**src/hw/rtl/wilke_mixing_contribution_unit_assert.svh**
```systemverilog
// Assertion macros shared by the Wilke mixing contribution unit.
`ifndef WILKE_MIXING_CONTRIBUTION_UNIT_ASSERT_SVH
`define WILKE_MIXING_CONTRIBUTION_UNIT_ASSERT_SVH

// Same-cycle implication, sampled on clk and disabled during reset.
`define WMC_ASSERT_NOW(lbl, ante, cons, msg) \
	lbl: assert property (@(posedge clk) disable iff (!arst_n) (ante) |-> (cons)) \
		else $error(msg);

// Next-cycle implication, sampled on clk and disabled during reset.
`define WMC_ASSERT_NEXT(lbl, ante, cons, msg) \
	lbl: assert property (@(posedge clk) disable iff (!arst_n) (ante) |=> (cons)) \
		else $error(msg);

`endif

```
**src/hw/rtl/wmc_pkg.sv**
```systemverilog
// Package with the types and constants of the Wilke mixing contribution unit.
package wmc_pkg;

	localparam int MAX_SPECIES = 8;
	localparam int IDX_W = $clog2(MAX_SPECIES);
	localparam int CNT_W = $clog2(MAX_SPECIES + 1);
	localparam int CFG_IDX_W = 2;

	localparam logic [CFG_IDX_W-1:0] CFG_TARGET = 2'd0;
	localparam logic [CFG_IDX_W-1:0] CFG_VISC_FLOOR = 2'd1;
	localparam logic [CFG_IDX_W-1:0] CFG_DEN_FLOOR = 2'd2;

	localparam logic [5:0] SH_MOLE = 6'd32;
	localparam logic [5:0] SH_ROOT8 = 6'd35;
	localparam logic [5:0] SH_PHI = 6'd16;
	localparam logic [5:0] SH_NONE = 6'd0;
	localparam logic [63:0] ONE_Q16 = 64'h0000_0000_0001_0000;
	localparam logic [63:0] EIGHT_Q32 = 64'h0000_0008_0000_0000;

	typedef enum logic [1:0] {
		ALU_MUL,
		ALU_DIV,
		ALU_SQRT
	} alu_op_t;

	typedef struct packed {
		logic start;
		alu_op_t op;
		logic [63:0] a;
		logic [63:0] b;
		logic [5:0] shift;
	} alu_req_t;

	typedef struct packed {
		logic busy;
		logic done;
		logic [127:0] result;
	} alu_rsp_t;

	typedef enum logic [4:0] {
		ST_IDLE,
		ST_START,
		ST_SUM_NEXT,
		ST_SUM_RD,
		ST_SUM_OP,
		ST_CHECK,
		ST_TGT_RD,
		ST_NI,
		ST_XI,
		ST_J_NEXT,
		ST_J_RD,
		ST_NJ,
		ST_XJ,
		ST_VRAT,
		ST_S,
		ST_GRAT,
		ST_G,
		ST_F,
		ST_T,
		ST_T2,
		ST_DRAT,
		ST_D,
		ST_PHI,
		ST_ACC,
		ST_QX,
		ST_MAG,
		ST_DONE
	} state_t;

endpackage

```
**src/hw/rtl/wmc_store.sv**
```systemverilog
// Species store: mass fraction, molar weight and viscosity per species slot.
module wmc_store (
	input  logic                      clk,
	input  logic                      we,
	input  logic [wmc_pkg::IDX_W-1:0] wr_addr,
	input  logic [15:0]               wr_fraction,
	input  logic [15:0]               wr_weight,
	input  logic [31:0]               wr_viscosity,
	input  logic [wmc_pkg::IDX_W-1:0] rd_addr,
	output logic [15:0]               rd_fraction,
	output logic [15:0]               rd_weight,
	output logic [31:0]               rd_viscosity
);
	import wmc_pkg::*;

	logic [15:0] fraction_mem [MAX_SPECIES];
	logic [15:0] weight_mem [MAX_SPECIES];
	logic [31:0] viscosity_mem [MAX_SPECIES];

	always_ff @(posedge clk) begin
		if (we) begin
			fraction_mem[wr_addr] <= wr_fraction;
			weight_mem[wr_addr] <= wr_weight;
			viscosity_mem[wr_addr] <= wr_viscosity;
		end
	end

	always_ff @(posedge clk) begin
		rd_fraction <= fraction_mem[rd_addr];
		rd_weight <= weight_mem[rd_addr];
		rd_viscosity <= viscosity_mem[rd_addr];
	end

endmodule

```
**src/hw/rtl/wmc_alu.sv**
```systemverilog
// Shared serial unit: shift-add multiply, restoring divide and integer square root.
module wmc_alu (
	input  logic              clk,
	input  logic              arst_n,
	input  wmc_pkg::alu_req_t req,
	output wmc_pkg::alu_rsp_t rsp
);
	import wmc_pkg::*;

	alu_op_t op_q;
	logic [6:0] cnt_q;
	logic busy_q;
	logic done_q;
	logic [64:0] acc_q;
	logic [63:0] x_q;
	logic [63:0] y_q;
	logic [63:0] opnd_q;

	logic [6:0] steps;
	logic [64:0] mul_sum;
	logic [64:0] div_trial;
	logic div_ge;
	logic [64:0] sqrt_trial;
	logic [64:0] sqrt_test;
	logic sqrt_ge;

	always_comb begin
		unique case (req.op)
			ALU_MUL: steps = 7'd63;
			ALU_DIV: steps = 7'd63 + {1'b0, req.shift};
			ALU_SQRT: steps = 7'd31;
			default: steps = 7'd0;
		endcase
		mul_sum = acc_q + (x_q[0] ? {1'b0, opnd_q} : 65'd0);
		div_trial = {acc_q[63:0], x_q[63]};
		div_ge = div_trial >= {1'b0, opnd_q};
		sqrt_trial = {acc_q[62:0], x_q[63:62]};
		sqrt_test = {y_q[62:0], 2'b01};
		sqrt_ge = sqrt_trial >= sqrt_test;
	end

	always_ff @(posedge clk or negedge arst_n) begin
		if (!arst_n) begin
			busy_q <= 1'b0;
			done_q <= 1'b0;
			cnt_q <= '0;
			op_q <= ALU_MUL;
		end else begin
			done_q <= 1'b0;
			if (req.start && !busy_q) begin
				busy_q <= 1'b1;
				cnt_q <= steps;
				op_q <= req.op;
			end else if (busy_q) begin
				if (cnt_q == 7'd0) begin
					busy_q <= 1'b0;
					done_q <= 1'b1;
				end else begin
					cnt_q <= cnt_q - 7'd1;
				end
			end
		end
	end

	always_ff @(posedge clk) begin
		if (req.start && !busy_q) begin
			acc_q <= '0;
			y_q <= '0;
			if (req.op == ALU_MUL) begin
				x_q <= req.b;
				opnd_q <= req.a;
			end else begin
				x_q <= req.a;
				opnd_q <= req.b;
			end
		end else if (busy_q) begin
			unique case (op_q)
				ALU_MUL: begin
					acc_q <= {1'b0, mul_sum[64:1]};
					x_q <= {mul_sum[0], x_q[63:1]};
				end
				ALU_DIV: begin
					acc_q <= div_ge ? (div_trial - {1'b0, opnd_q}) : div_trial;
					x_q <= {x_q[62:0], 1'b0};
					y_q <= {y_q[62:0], div_ge};
				end
				ALU_SQRT: begin
					acc_q <= sqrt_ge ? (sqrt_trial - sqrt_test) : sqrt_trial;
					x_q <= {x_q[61:0], 2'b00};
					y_q <= {y_q[62:0], sqrt_ge};
				end
				default: begin
					acc_q <= acc_q;
				end
			endcase
		end
	end

	assign rsp.busy = busy_q;
	assign rsp.done = done_q;
	assign rsp.result = (op_q == ALU_MUL) ? {acc_q[63:0], x_q} : {64'd0, y_q};

endmodule

```
**src/hw/rtl/wilke_mixing_contribution_unit.sv**
```systemverilog
// Top level of the Wilke mixing contribution unit: species loading and sequencer.
//
//  channel | direction | handshake          | payload
//  --------+-----------+--------------------+----------------------------------------------
//  in      | request   | in_valid/in_stall  | mass_fraction mol_weight viscosity
//          |           |                    | property_value last_species
//  out     | result    | out_valid/out_stall| contribution degenerate
//  cfg     | write     | cfg_we             | cfg_index cfg_data
//
// A request that is not the last of its cell is taken without a stall. The last request starts
// the sequencer, which runs every multiply, divide and square root through one serial unit
// at one bit (two radicand bits) a cycle: first the molar sum over every species, then the
// Wilke terms for each other species, and last the scaling of the property value.
// in_stall is high for the whole computation and while a result waits behind a full output
// register. Reset is asynchronous, active low, and clears the cell count and flags.
`include "wilke_mixing_contribution_unit_assert.svh"

module wilke_mixing_contribution_unit (
	input  logic                          clk,
	input  logic                          arst_n,
	input  logic                          in_valid,
	output logic                          in_stall,
	input  logic [15:0]                   mass_fraction,
	input  logic [15:0]                   mol_weight,
	input  logic [31:0]                   viscosity,
	input  logic signed [31:0]            property_value,
	input  logic                          last_species,
	output logic                          out_valid,
	input  logic                          out_stall,
	output logic signed [31:0]            contribution,
	output logic                          degenerate,
	input  logic                          cfg_we,
	input  logic [wmc_pkg::CFG_IDX_W-1:0] cfg_index,
	input  logic [15:0]                   cfg_data
);
	import wmc_pkg::*;

	state_t state_q, state_d;
	alu_req_t alu_req;
	alu_rsp_t alu_rsp;

	logic [2:0] tgt_q;
	logic [15:0] vf_q;
	logic [15:0] df_q;
	logic [CNT_W-1:0] cnt_q;
	logic ovf_q;
	logic [31:0] prop_q;
	logic [CNT_W-1:0] loop_q;
	logic op_run_q;
	logic out_valid_q;

	logic [63:0] sum_q;
	logic [15:0] mi_q;
	logic [31:0] mui_q;
	logic [63:0] xi_q;
	logic [63:0] den_q;
	logic [63:0] tmp_q;
	logic [63:0] xj_q;
	logic [63:0] s_q;
	logic [63:0] f_q;
	logic [63:0] t2_q;
	logic [31:0] res_q;
	logic deg_q;
	logic [31:0] contribution_q;
	logic degenerate_q;

	logic [15:0] st_fraction;
	logic [15:0] st_weight;
	logic [31:0] st_visc;

	logic accept;
	logic store_we;
	logic out_free;
	logic [CNT_W-1:0] tgt_ext;
	logic [15:0] w_eff;
	logic [15:0] vf_eff;
	logic [15:0] df_eff;
	logic [31:0] muj_eff;
	logic [63:0] den_eff;
	logic neg;
	logic [31:0] qmag;
	logic [63:0] mag;
	logic [31:0] sat;
	logic [31:0] signed_res;

	assign in_stall = (state_q != ST_IDLE);
	assign accept = in_valid && !in_stall;
	assign store_we = accept && (cnt_q < CNT_W'(MAX_SPECIES));
	assign out_free = !out_valid_q || !out_stall;
	assign tgt_ext = CNT_W'(tgt_q);

	assign w_eff = (st_weight == 16'd0) ? 16'd1 : st_weight;
	assign vf_eff = (vf_q == 16'd0) ? 16'd1 : vf_q;
	assign df_eff = (df_q == 16'd0) ? 16'd1 : df_q;
	assign muj_eff = (st_visc < {16'd0, vf_eff}) ? {16'd0, vf_eff} : st_visc;
	assign den_eff = (den_q < {48'd0, df_eff}) ? {48'd0, df_eff} : den_q;

	assign neg = prop_q[31];
	assign qmag = neg ? (~prop_q + 32'd1) : prop_q;
	assign mag = alu_rsp.result[63:0];
	assign sat = neg ? ((mag > 64'h0000_0000_8000_0000) ? 32'h8000_0000 : mag[31:0])
		: ((mag > 64'h0000_0000_7FFF_FFFF) ? 32'h7FFF_FFFF : mag[31:0]);
	assign signed_res = neg ? (~sat + 32'd1) : sat;

	wmc_store u_store (
		.clk         (clk),
		.we          (store_we),
		.wr_addr     (cnt_q[IDX_W-1:0]),
		.wr_fraction (mass_fraction),
		.wr_weight   (mol_weight),
		.wr_viscosity(viscosity),
		.rd_addr     (loop_q[IDX_W-1:0]),
		.rd_fraction (st_fraction),
		.rd_weight   (st_weight),
		.rd_viscosity(st_visc)
	);

	wmc_alu u_alu (
		.clk   (clk),
		.arst_n(arst_n),
		.req   (alu_req),
		.rsp   (alu_rsp)
	);

	always_ff @(posedge clk or negedge arst_n) begin
		if (!arst_n) begin
			state_q <= ST_IDLE;
		end else begin
			state_q <= state_d;
		end
	end

	always_comb begin
		state_d = state_q;
		alu_req.start = 1'b0;
		alu_req.op = ALU_DIV;
		alu_req.a = '0;
		alu_req.b = '0;
		alu_req.shift = SH_NONE;
		unique case (state_q)
			ST_IDLE: begin
				if (accept && last_species) begin
					state_d = ST_START;
				end
			end
			ST_START: begin
				state_d = ovf_q ? ST_DONE : ST_SUM_NEXT;
			end
			ST_SUM_NEXT: begin
				state_d = (loop_q == cnt_q) ? ST_CHECK : ST_SUM_RD;
			end
			ST_SUM_RD: begin
				state_d = ST_SUM_OP;
			end
			ST_SUM_OP: begin
				alu_req.a = {48'd0, st_fraction};
				alu_req.b = {48'd0, w_eff};
				alu_req.shift = SH_MOLE;
			end
			ST_CHECK: begin
				if ((sum_q == 64'd0) || (tgt_ext >= cnt_q)) begin
					state_d = ST_DONE;
				end else begin
					state_d = ST_TGT_RD;
				end
			end
			ST_TGT_RD: begin
				state_d = ST_NI;
			end
			ST_NI: begin
				alu_req.a = {48'd0, st_fraction};
				alu_req.b = {48'd0, w_eff};
				alu_req.shift = SH_MOLE;
			end
			ST_XI: begin
				alu_req.a = tmp_q;
				alu_req.b = sum_q;
				alu_req.shift = SH_MOLE;
			end
			ST_J_NEXT: begin
				priority if (loop_q == cnt_q) begin
					state_d = ST_QX;
				end else if (loop_q == tgt_ext) begin
					state_d = ST_J_NEXT;
				end else begin
					state_d = ST_J_RD;
				end
			end
			ST_J_RD: begin
				state_d = ST_NJ;
			end
			ST_NJ: begin
				alu_req.a = {48'd0, st_fraction};
				alu_req.b = {48'd0, w_eff};
				alu_req.shift = SH_MOLE;
			end
			ST_XJ: begin
				alu_req.a = tmp_q;
				alu_req.b = sum_q;
				alu_req.shift = SH_MOLE;
			end
			ST_VRAT: begin
				alu_req.a = {32'd0, mui_q};
				alu_req.b = {32'd0, muj_eff};
				alu_req.shift = SH_MOLE;
			end
			ST_S: begin
				alu_req.op = ALU_SQRT;
				alu_req.a = tmp_q;
			end
			ST_GRAT: begin
				alu_req.a = {48'd0, w_eff};
				alu_req.b = {48'd0, mi_q};
				alu_req.shift = SH_MOLE;
			end
			ST_G: begin
				alu_req.op = ALU_SQRT;
				alu_req.a = tmp_q;
			end
			ST_F: begin
				alu_req.op = ALU_SQRT;
				alu_req.a = {tmp_q[47:0], 16'd0};
			end
			ST_T: begin
				alu_req.op = ALU_MUL;
				alu_req.a = s_q;
				alu_req.b = f_q;
			end
			ST_T2: begin
				alu_req.op = ALU_MUL;
				alu_req.a = tmp_q;
				alu_req.b = tmp_q;
			end
			ST_DRAT: begin
				alu_req.a = {48'd0, mi_q};
				alu_req.b = {48'd0, w_eff};
				alu_req.shift = SH_ROOT8;
			end
			ST_D: begin
				alu_req.op = ALU_SQRT;
				alu_req.a = tmp_q + EIGHT_Q32;
			end
			ST_PHI: begin
				alu_req.a = t2_q;
				alu_req.b = tmp_q;
				alu_req.shift = SH_PHI;
			end
			ST_ACC: begin
				alu_req.op = ALU_MUL;
				alu_req.a = xj_q;
				alu_req.b = tmp_q;
			end
			ST_QX: begin
				alu_req.op = ALU_MUL;
				alu_req.a = {32'd0, qmag};
				alu_req.b = xi_q;
			end
			ST_MAG: begin
				alu_req.a = tmp_q;
				alu_req.b = den_eff;
			end
			ST_DONE: begin
				if (out_free) begin
					state_d = ST_IDLE;
				end
			end
			default: begin
				state_d = ST_IDLE;
			end
		endcase

		unique case (state_q)
			ST_SUM_OP, ST_NI, ST_XI, ST_NJ, ST_XJ, ST_VRAT, ST_S, ST_GRAT, ST_G, ST_F,
			ST_T, ST_T2, ST_DRAT, ST_D, ST_PHI, ST_ACC, ST_QX, ST_MAG: begin
				alu_req.start = !op_run_q;
				if (alu_rsp.done) begin
					unique case (state_q)
						ST_SUM_OP: state_d = ST_SUM_NEXT;
						ST_NI: state_d = ST_XI;
						ST_XI: state_d = ST_J_NEXT;
						ST_NJ: state_d = ST_XJ;
						ST_XJ: state_d = ST_VRAT;
						ST_VRAT: state_d = ST_S;
						ST_S: state_d = ST_GRAT;
						ST_GRAT: state_d = ST_G;
						ST_G: state_d = ST_F;
						ST_F: state_d = ST_T;
						ST_T: state_d = ST_T2;
						ST_T2: state_d = ST_DRAT;
						ST_DRAT: state_d = ST_D;
						ST_D: state_d = ST_PHI;
						ST_PHI: state_d = ST_ACC;
						ST_ACC: state_d = ST_J_NEXT;
						ST_QX: state_d = ST_MAG;
						ST_MAG: state_d = ST_DONE;
						default: state_d = ST_IDLE;
					endcase
				end
			end
			default: begin
				alu_req.start = 1'b0;
			end
		endcase
	end

	always_ff @(posedge clk or negedge arst_n) begin
		if (!arst_n) begin
			tgt_q <= 3'd0;
			vf_q <= 16'd1;
			df_q <= 16'd1;
			cnt_q <= '0;
			ovf_q <= 1'b0;
			prop_q <= '0;
			loop_q <= '0;
			op_run_q <= 1'b0;
			out_valid_q <= 1'b0;
		end else begin
			if (cfg_we) begin
				unique case (cfg_index)
					CFG_TARGET: tgt_q <= cfg_data[2:0];
					CFG_VISC_FLOOR: vf_q <= cfg_data;
					CFG_DEN_FLOOR: df_q <= cfg_data;
					default: tgt_q <= tgt_q;
				endcase
			end

			if (accept) begin
				if (store_we) begin
					if (cnt_q == tgt_ext) begin
						prop_q <= property_value;
					end
					cnt_q <= cnt_q + CNT_W'(1);
				end else begin
					ovf_q <= 1'b1;
				end
			end

			if (alu_req.start) begin
				op_run_q <= 1'b1;
			end else if (alu_rsp.done) begin
				op_run_q <= 1'b0;
			end

			unique case (state_q)
				ST_START: loop_q <= '0;
				ST_CHECK: loop_q <= tgt_ext;
				ST_SUM_OP, ST_ACC: begin
					if (alu_rsp.done) begin
						loop_q <= loop_q + CNT_W'(1);
					end
				end
				ST_XI: begin
					if (alu_rsp.done) begin
						loop_q <= '0;
					end
				end
				ST_J_NEXT: begin
					if ((loop_q != cnt_q) && (loop_q == tgt_ext)) begin
						loop_q <= loop_q + CNT_W'(1);
					end
				end
				default: loop_q <= loop_q;
			endcase

			if (out_valid_q && !out_stall) begin
				out_valid_q <= 1'b0;
			end
			if ((state_q == ST_DONE) && out_free) begin
				out_valid_q <= 1'b1;
				cnt_q <= '0;
				ovf_q <= 1'b0;
				prop_q <= '0;
			end
		end
	end

	always_ff @(posedge clk) begin
		if ((state_q == ST_DONE) && out_free) begin
			contribution_q <= res_q;
			degenerate_q <= deg_q;
		end
		unique case (state_q)
			ST_START: begin
				sum_q <= '0;
				res_q <= '0;
				deg_q <= 1'b1;
			end
			ST_CHECK: begin
				res_q <= '0;
				deg_q <= (sum_q == 64'd0);
			end
			default: begin
				if (alu_rsp.done) begin
					unique case (state_q)
						ST_SUM_OP: sum_q <= sum_q + alu_rsp.result[63:0];
						ST_NI: begin
							tmp_q <= alu_rsp.result[63:0];
							mi_q <= w_eff;
							mui_q <= st_visc;
						end
						ST_XI: begin
							xi_q <= alu_rsp.result[63:0];
							den_q <= {16'd0, alu_rsp.result[63:16]};
						end
						ST_XJ: xj_q <= alu_rsp.result[63:0];
						ST_S: s_q <= alu_rsp.result[63:0];
						ST_F: f_q <= alu_rsp.result[63:0];
						ST_T: tmp_q <= ONE_Q16 + alu_rsp.result[79:16];
						ST_T2: t2_q <= alu_rsp.result[79:16];
						ST_ACC: den_q <= den_q + alu_rsp.result[95:32];
						ST_QX: tmp_q <= alu_rsp.result[79:16];
						ST_MAG: begin
							res_q <= signed_res;
							deg_q <= 1'b0;
						end
						default: tmp_q <= alu_rsp.result[63:0];
					endcase
				end
			end
		endcase
	end

	assign out_valid = out_valid_q;
	assign contribution = contribution_q;
	assign degenerate = degenerate_q;

	`WMC_ASSERT_NOW(a_alu_start_idle, alu_req.start, !alu_rsp.busy, "Serial unit started while busy.")
	`WMC_ASSERT_NOW(a_alu_done_owned, alu_rsp.done, op_run_q, "Serial unit finished with no operation pending.")
	`WMC_ASSERT_NOW(a_degenerate_zero, out_valid_q && degenerate_q, contribution_q == 32'd0, "Degenerate result carries a nonzero contribution.")
	`WMC_ASSERT_NEXT(a_cell_cleared, (state_q == ST_DONE) && out_free, (cnt_q == '0) && !ovf_q, "Cell state not cleared after a result.")

endmodule

```
**config.mk**
```make
export PLATFORM = sky130hd
export DESIGN_NAME = wilke_mixing_contribution_unit
export DESIGN_NICKNAME = d
export VERILOG_FILES = /design/src/hw/rtl/wmc_pkg.sv /design/src/hw/rtl/wmc_store.sv /design/src/hw/rtl/wmc_alu.sv /design/src/hw/rtl/wilke_mixing_contribution_unit.sv
export VERILOG_INCLUDE_DIRS = /design/src /design/src/hw/rtl
export SDC_FILE = /design/constraint.sdc
export NUM_CORES = 2
export LEC_CHECK = 0
export BUFFER_PORTS_ARGS = -buffer_cell sky130_fd_sc_hd__buf_2
export CAP_MARGIN = 20
export CORE_MARGIN = 5
export CORE_UTILIZATION = 46
export CTS_CLUSTER_DIAMETER = 200
export CTS_CLUSTER_SIZE = 40
export DETAILED_ROUTE_END_ITERATION = 10
export PLACE_DENSITY_LB_ADDON = 0.2
export SLEW_MARGIN = 20
export SYNTH_ARGS = -nofsm -noshare
export SYNTH_HDL_FRONTEND = slang
export SYNTH_SLANG_ARGS = --single-unit
```
**constraint.sdc**
```tcl
create_clock -name clk -period 10.6 [get_ports clk]
set_input_delay 1.06 -clock clk [delete_from_list [all_inputs] [get_ports clk]]
set_output_delay 1.06 -clock clk [all_outputs]
set_load 0.03 [all_outputs]
```
==> metrics.yaml <==
final_layout:
  drive_gt1_share_pct: 8.98
  seq_area_um2: 43900
  area_delta_synth_final_pct: 5.53
  finalNonFillerCells: 10900
  nets: 8821
  fill_cells: 17600
  multi_input_area_um2: 41600
flow_run:
  cap_violations: 0
yosys:
  syn_area_per_cell_um2: 10.4
  synth_nets: 8990
  synth-edff-count: 1234
  ys.flop_type: "edfxtp_1"
  yosysSeqAreaShare_pct: 49.7
  synth_warnings: 0
  synth_cell_type_count: 107
  ys_ff_latch: 1553
  synth.cell_area_um2: 88400
  postSynth.asyncResetShare_pct: 6.05
  syn_inst: 8495
outcome:
  status: "finished clean"
power:
  pwr-share-clk_pct: 9.4
  p_comb_share_pct: 57.8
  leakage_nw: 34.0
  powerDensity_nw_per_um2: 316
  switching_share_pct: 49.3
  p_sw_mw: 14.6
  vdd_ir_drop_max_v: 0.000160
  internal-power_mw: 15.0
  pwr-share-seq_pct: 32.8
clock_tree:
  ctsResizeCount: 0
  htreeDepth: 2
  cts.path.max_buffers: 3
  cts_buffers: 45
  path_clk_slew_ns: 0.17
  cts-root-buf: "clkbuf_16"
  cts_sinks: 1553
  cts_tree: "yes"
  clock_latency_ns: 0.76
  cts_hold_buf: 0
  cts_setup_buffers: 0
route:
  vias: 73000
  drt_drc_violations_left: 0
  routed_via_density: 6.69
  ant_nets: 0
  dr.pass1.iters: 7
  wl_per_cell_um: 33.2
  totalWireLength_mm: 362
  initialDrtViolationCount: 10600
grt:
  grt_antenna_before_repair: 33
  grt_pass1_wl_mm: 508
  first_global_vias: 68300
  gr-total-overflow: 0
  grt_max_degree: 131
  grt_usage_pct: 34.9
sta:
  post-route-period-util_pct: 65.3
  drv_slew: 0
  setup_violations: 0
  rsz0062_at_grt: "false"
  worst_pin_slew_ns: 1.26
  finClkSkew_ns: 0.0430
  setup_tns_ns: 0
  fmax_mhz: 145
  hold_violations: 0
  period_needed_ns: 6.92
  maxSlewHeadroom_pct: 15.5
floorplan:
  ios: 155
  dieArea_um2: 201000
  num_rows: 161
  die_height_um: 448
  coreArea_um2: 192000
  initial_core_util_pct: 46.1
  die_x_um: 448
setup_path:
  rrSetupSlack_ns: 3.68
  critPathKind: "reg2reg"
  crit_path_end_kind: "flip-flop"
  critical_path_required_ns: 11.13
  worst_ep_arrival_time_ns: 7.45
  worstPathMaxFanout: 69
  cp-start-kind: "flip-flop"
place:
  port_buffers: 154
  dp_cells: 10800
  gp_congestion: 1.03
  dp_hpwl_mm: 266
min_path:
  hold_path.class: "in2async"
worst paths after layout:
check	from	end	cells past startpoint
hold / removal	arst_n	prop_q[6]$_DFFE_PN0P_	1
setup / recovery	u_alu.op_q[0]$_DFFE_PN0P_	sum_q[56]$_SDFFCE_PP0P_	20
min in group clk	res_q[23]$_SDFFE_PP0P_	contribution[23]$_DFFE_PP_	0
setup reg to reg	u_alu.op_q[0]$_DFFE_PN0P_	sum_q[56]$_SDFFCE_PP0P_	20
hold reg to reg	res_q[23]$_SDFFE_PP0P_	contribution[23]$_DFFE_PP_	0
max in group asynchronous	arst_n	loop_q[2]$_DFFE_PN0P_	2
critical path, cell delays in order (launching register included):
cell and delay [ns]:
dfrtp_1 0.48, inv_1 0.19, ha_4 0.39, buf_4 0.70, nand2_1 0.10, o21ai_1 0.44, ha_1 0.29, inv_1 0.07
fa_1 0.39, nor2b_1 0.20, o31a_1 0.17, o31ai_1 0.12, o31a_1 0.41, o41ai_1 0.92, o31ai_1 0.27, nand4_1 0.18
a31oi_1 0.18, o21ba_2 0.27, nor2b_1 0.12, mux2_1 0.32, or3_1 0.36
cells by family (layout without fill, tap and decap cells):
logic type | after synthesis | count (layout) | synth area share [%]
AOI/OAI and AO/OA | 2563 | 2563 | 19.1
and+or+nand+nor | 2470 | 2470 | 13.0
DFF | 1553 | 1553 | 49.7
buffers and inverters | 856 | 724 | 3.73
adders and majority gates | 375 | 375 | 5.34
xor gates and xnor gates | 342 | 342 | 3.39
muxes | 336 | 336 | 5.78
other | 0 | 17 | 0
synth_stat cells (all sizes together), types with 60 or more instances:
| cell | n | area (um^2) |
|---|---|---|
| nand4 | 113 | 713 |
| a21o | 233 | 1750 |
| xor2 | 166 | 1450 |
| mux2 | 120 | 1350 |
| ha | 371 | 4640 |
| inv | 322 | 1210 |
| edfxtp | 1234 | 37100 |
| and2 | 125 | 782 |
| clkbuf | 438 | 1640 |
| nor4 | 98 | 632 |
| dfxtp | 225 | 4500 |
| nand2 | 847 | 3180 |
| xnor2 | 176 | 1540 |
| a31oi | 75 | 475 |
| nor2 | 615 | 2320 |
| a21oi | 701 | 3520 |
| nand3 | 253 | 1290 |
| o211ai | 83 | 623 |
| a22oi | 205 | 1560 |
| nor3 | 139 | 706 |
| o31ai | 77 | 588 |
| mux2i | 88 | 881 |
| dfrtp | 92 | 2300 |
| o21a | 62 | 465 |
| a221oi | 128 | 1120 |
| mux4 | 128 | 2880 |
| buf | 95 | 443 |
| o21bai | 60 | 450 |
| o21ai | 499 | 2510 |
| nor2b | 62 | 388 |
flip-flops by register name (all words and copies together) (netlist names), 65 cells and up:
| register | count |
|---|---|
| u_store.fraction_mem | 128 |
| u_alu.acc_q | 65 |
| u_store.weight_mem | 128 |
| u_store.viscosity_mem | 256 |
metrics by stage:
| step | cell area [um^2] | setup slack (ns) | util, % | hold slack (ns) | power (mW) |
|---|---|---|---|---|---|
| floorplan | 88400 | 2.10 | - | 0.400 | 20.2 |
| CTS | 93200 | 3.82 | 48.6 | 0.295 | 29.0 |
| detailed placement | 91900 | 3.81 | 47.9 | 0.415 | 26.3 |
| global route | 93300 | 3.33 | 48.6 | 0.309 | 30.9 |
| finish | 93300 | 3.68 | 48.7 | 0.307 | 29.5 |
| global placement | 91900 | 3.86 | 47.9 | 0.415 | 26.2 |
placed cells by master (no fill, tap or decap), drive strengths merged, types with 46 or more instances in the layout:
cell / count
a222oi: 50
nand4: 113
a211oi: 58
a22oi: 205
ha: 371
mux4: 128
edfxtp: 1234
nand3: 253
nor4: 98
clkbuf: 79
a21oi: 701
o31ai: 77
xnor2: 176
mux2: 120
o21ai: 499
o21a: 62
dfrtp: 92
nand2b: 58
dfxtp: 225
o211ai: 83
nor2: 615
inv: 325
o22ai: 51
nand2: 847
o21bai: 60
a31oi: 75
a21o: 233
xor2: 166
nor3: 139
nor2b: 62
mux2i: 88
and2: 125
a221oi: 128
o221ai: 46
buf: 317
power by group through the flow:
stage | clock network, mW | registers, mW | logic [mW]
floorplan | 0 | 8.82 | 11.4
global placement | 0 | 9.74 | 16.4
detailed placement | 0 | 9.76 | 16.5
CTS | 2.79 | 9.61 | 16.6
global route | 2.99 | 9.70 | 18.2
finish | 2.77 | 9.69 | 17.1
metal layers:
metal	share of wire, %	vias to the layer above	routed length [um]	GRT usage (%)
met1	37	36100	135000	43.7
met3	9.1	951	33100	6.94
li1	-	31800	-	-
met2	45	4129	163000	54.9
met4	8.7	26	31400	23.7
met5	0.045	-	164	0
area by class of cell:
| class | count | share of cell area (%) |
|---|---|---|
| flip-flops and latches | 1553 | 47.1 |
| multi-input cells | 6086 | 44.5 |
| repair buffers | 317 | 2.17 |
| clock buffers | 79 | 1.37 |
| clock inverters | 5 | 0.106 |
| diodes | 17 | 0.0456 |
| well taps | 2526 | 3.39 |
| inverters | 323 | 1.31 |
No activity file was read; power rests on OpenSTA's default activity.
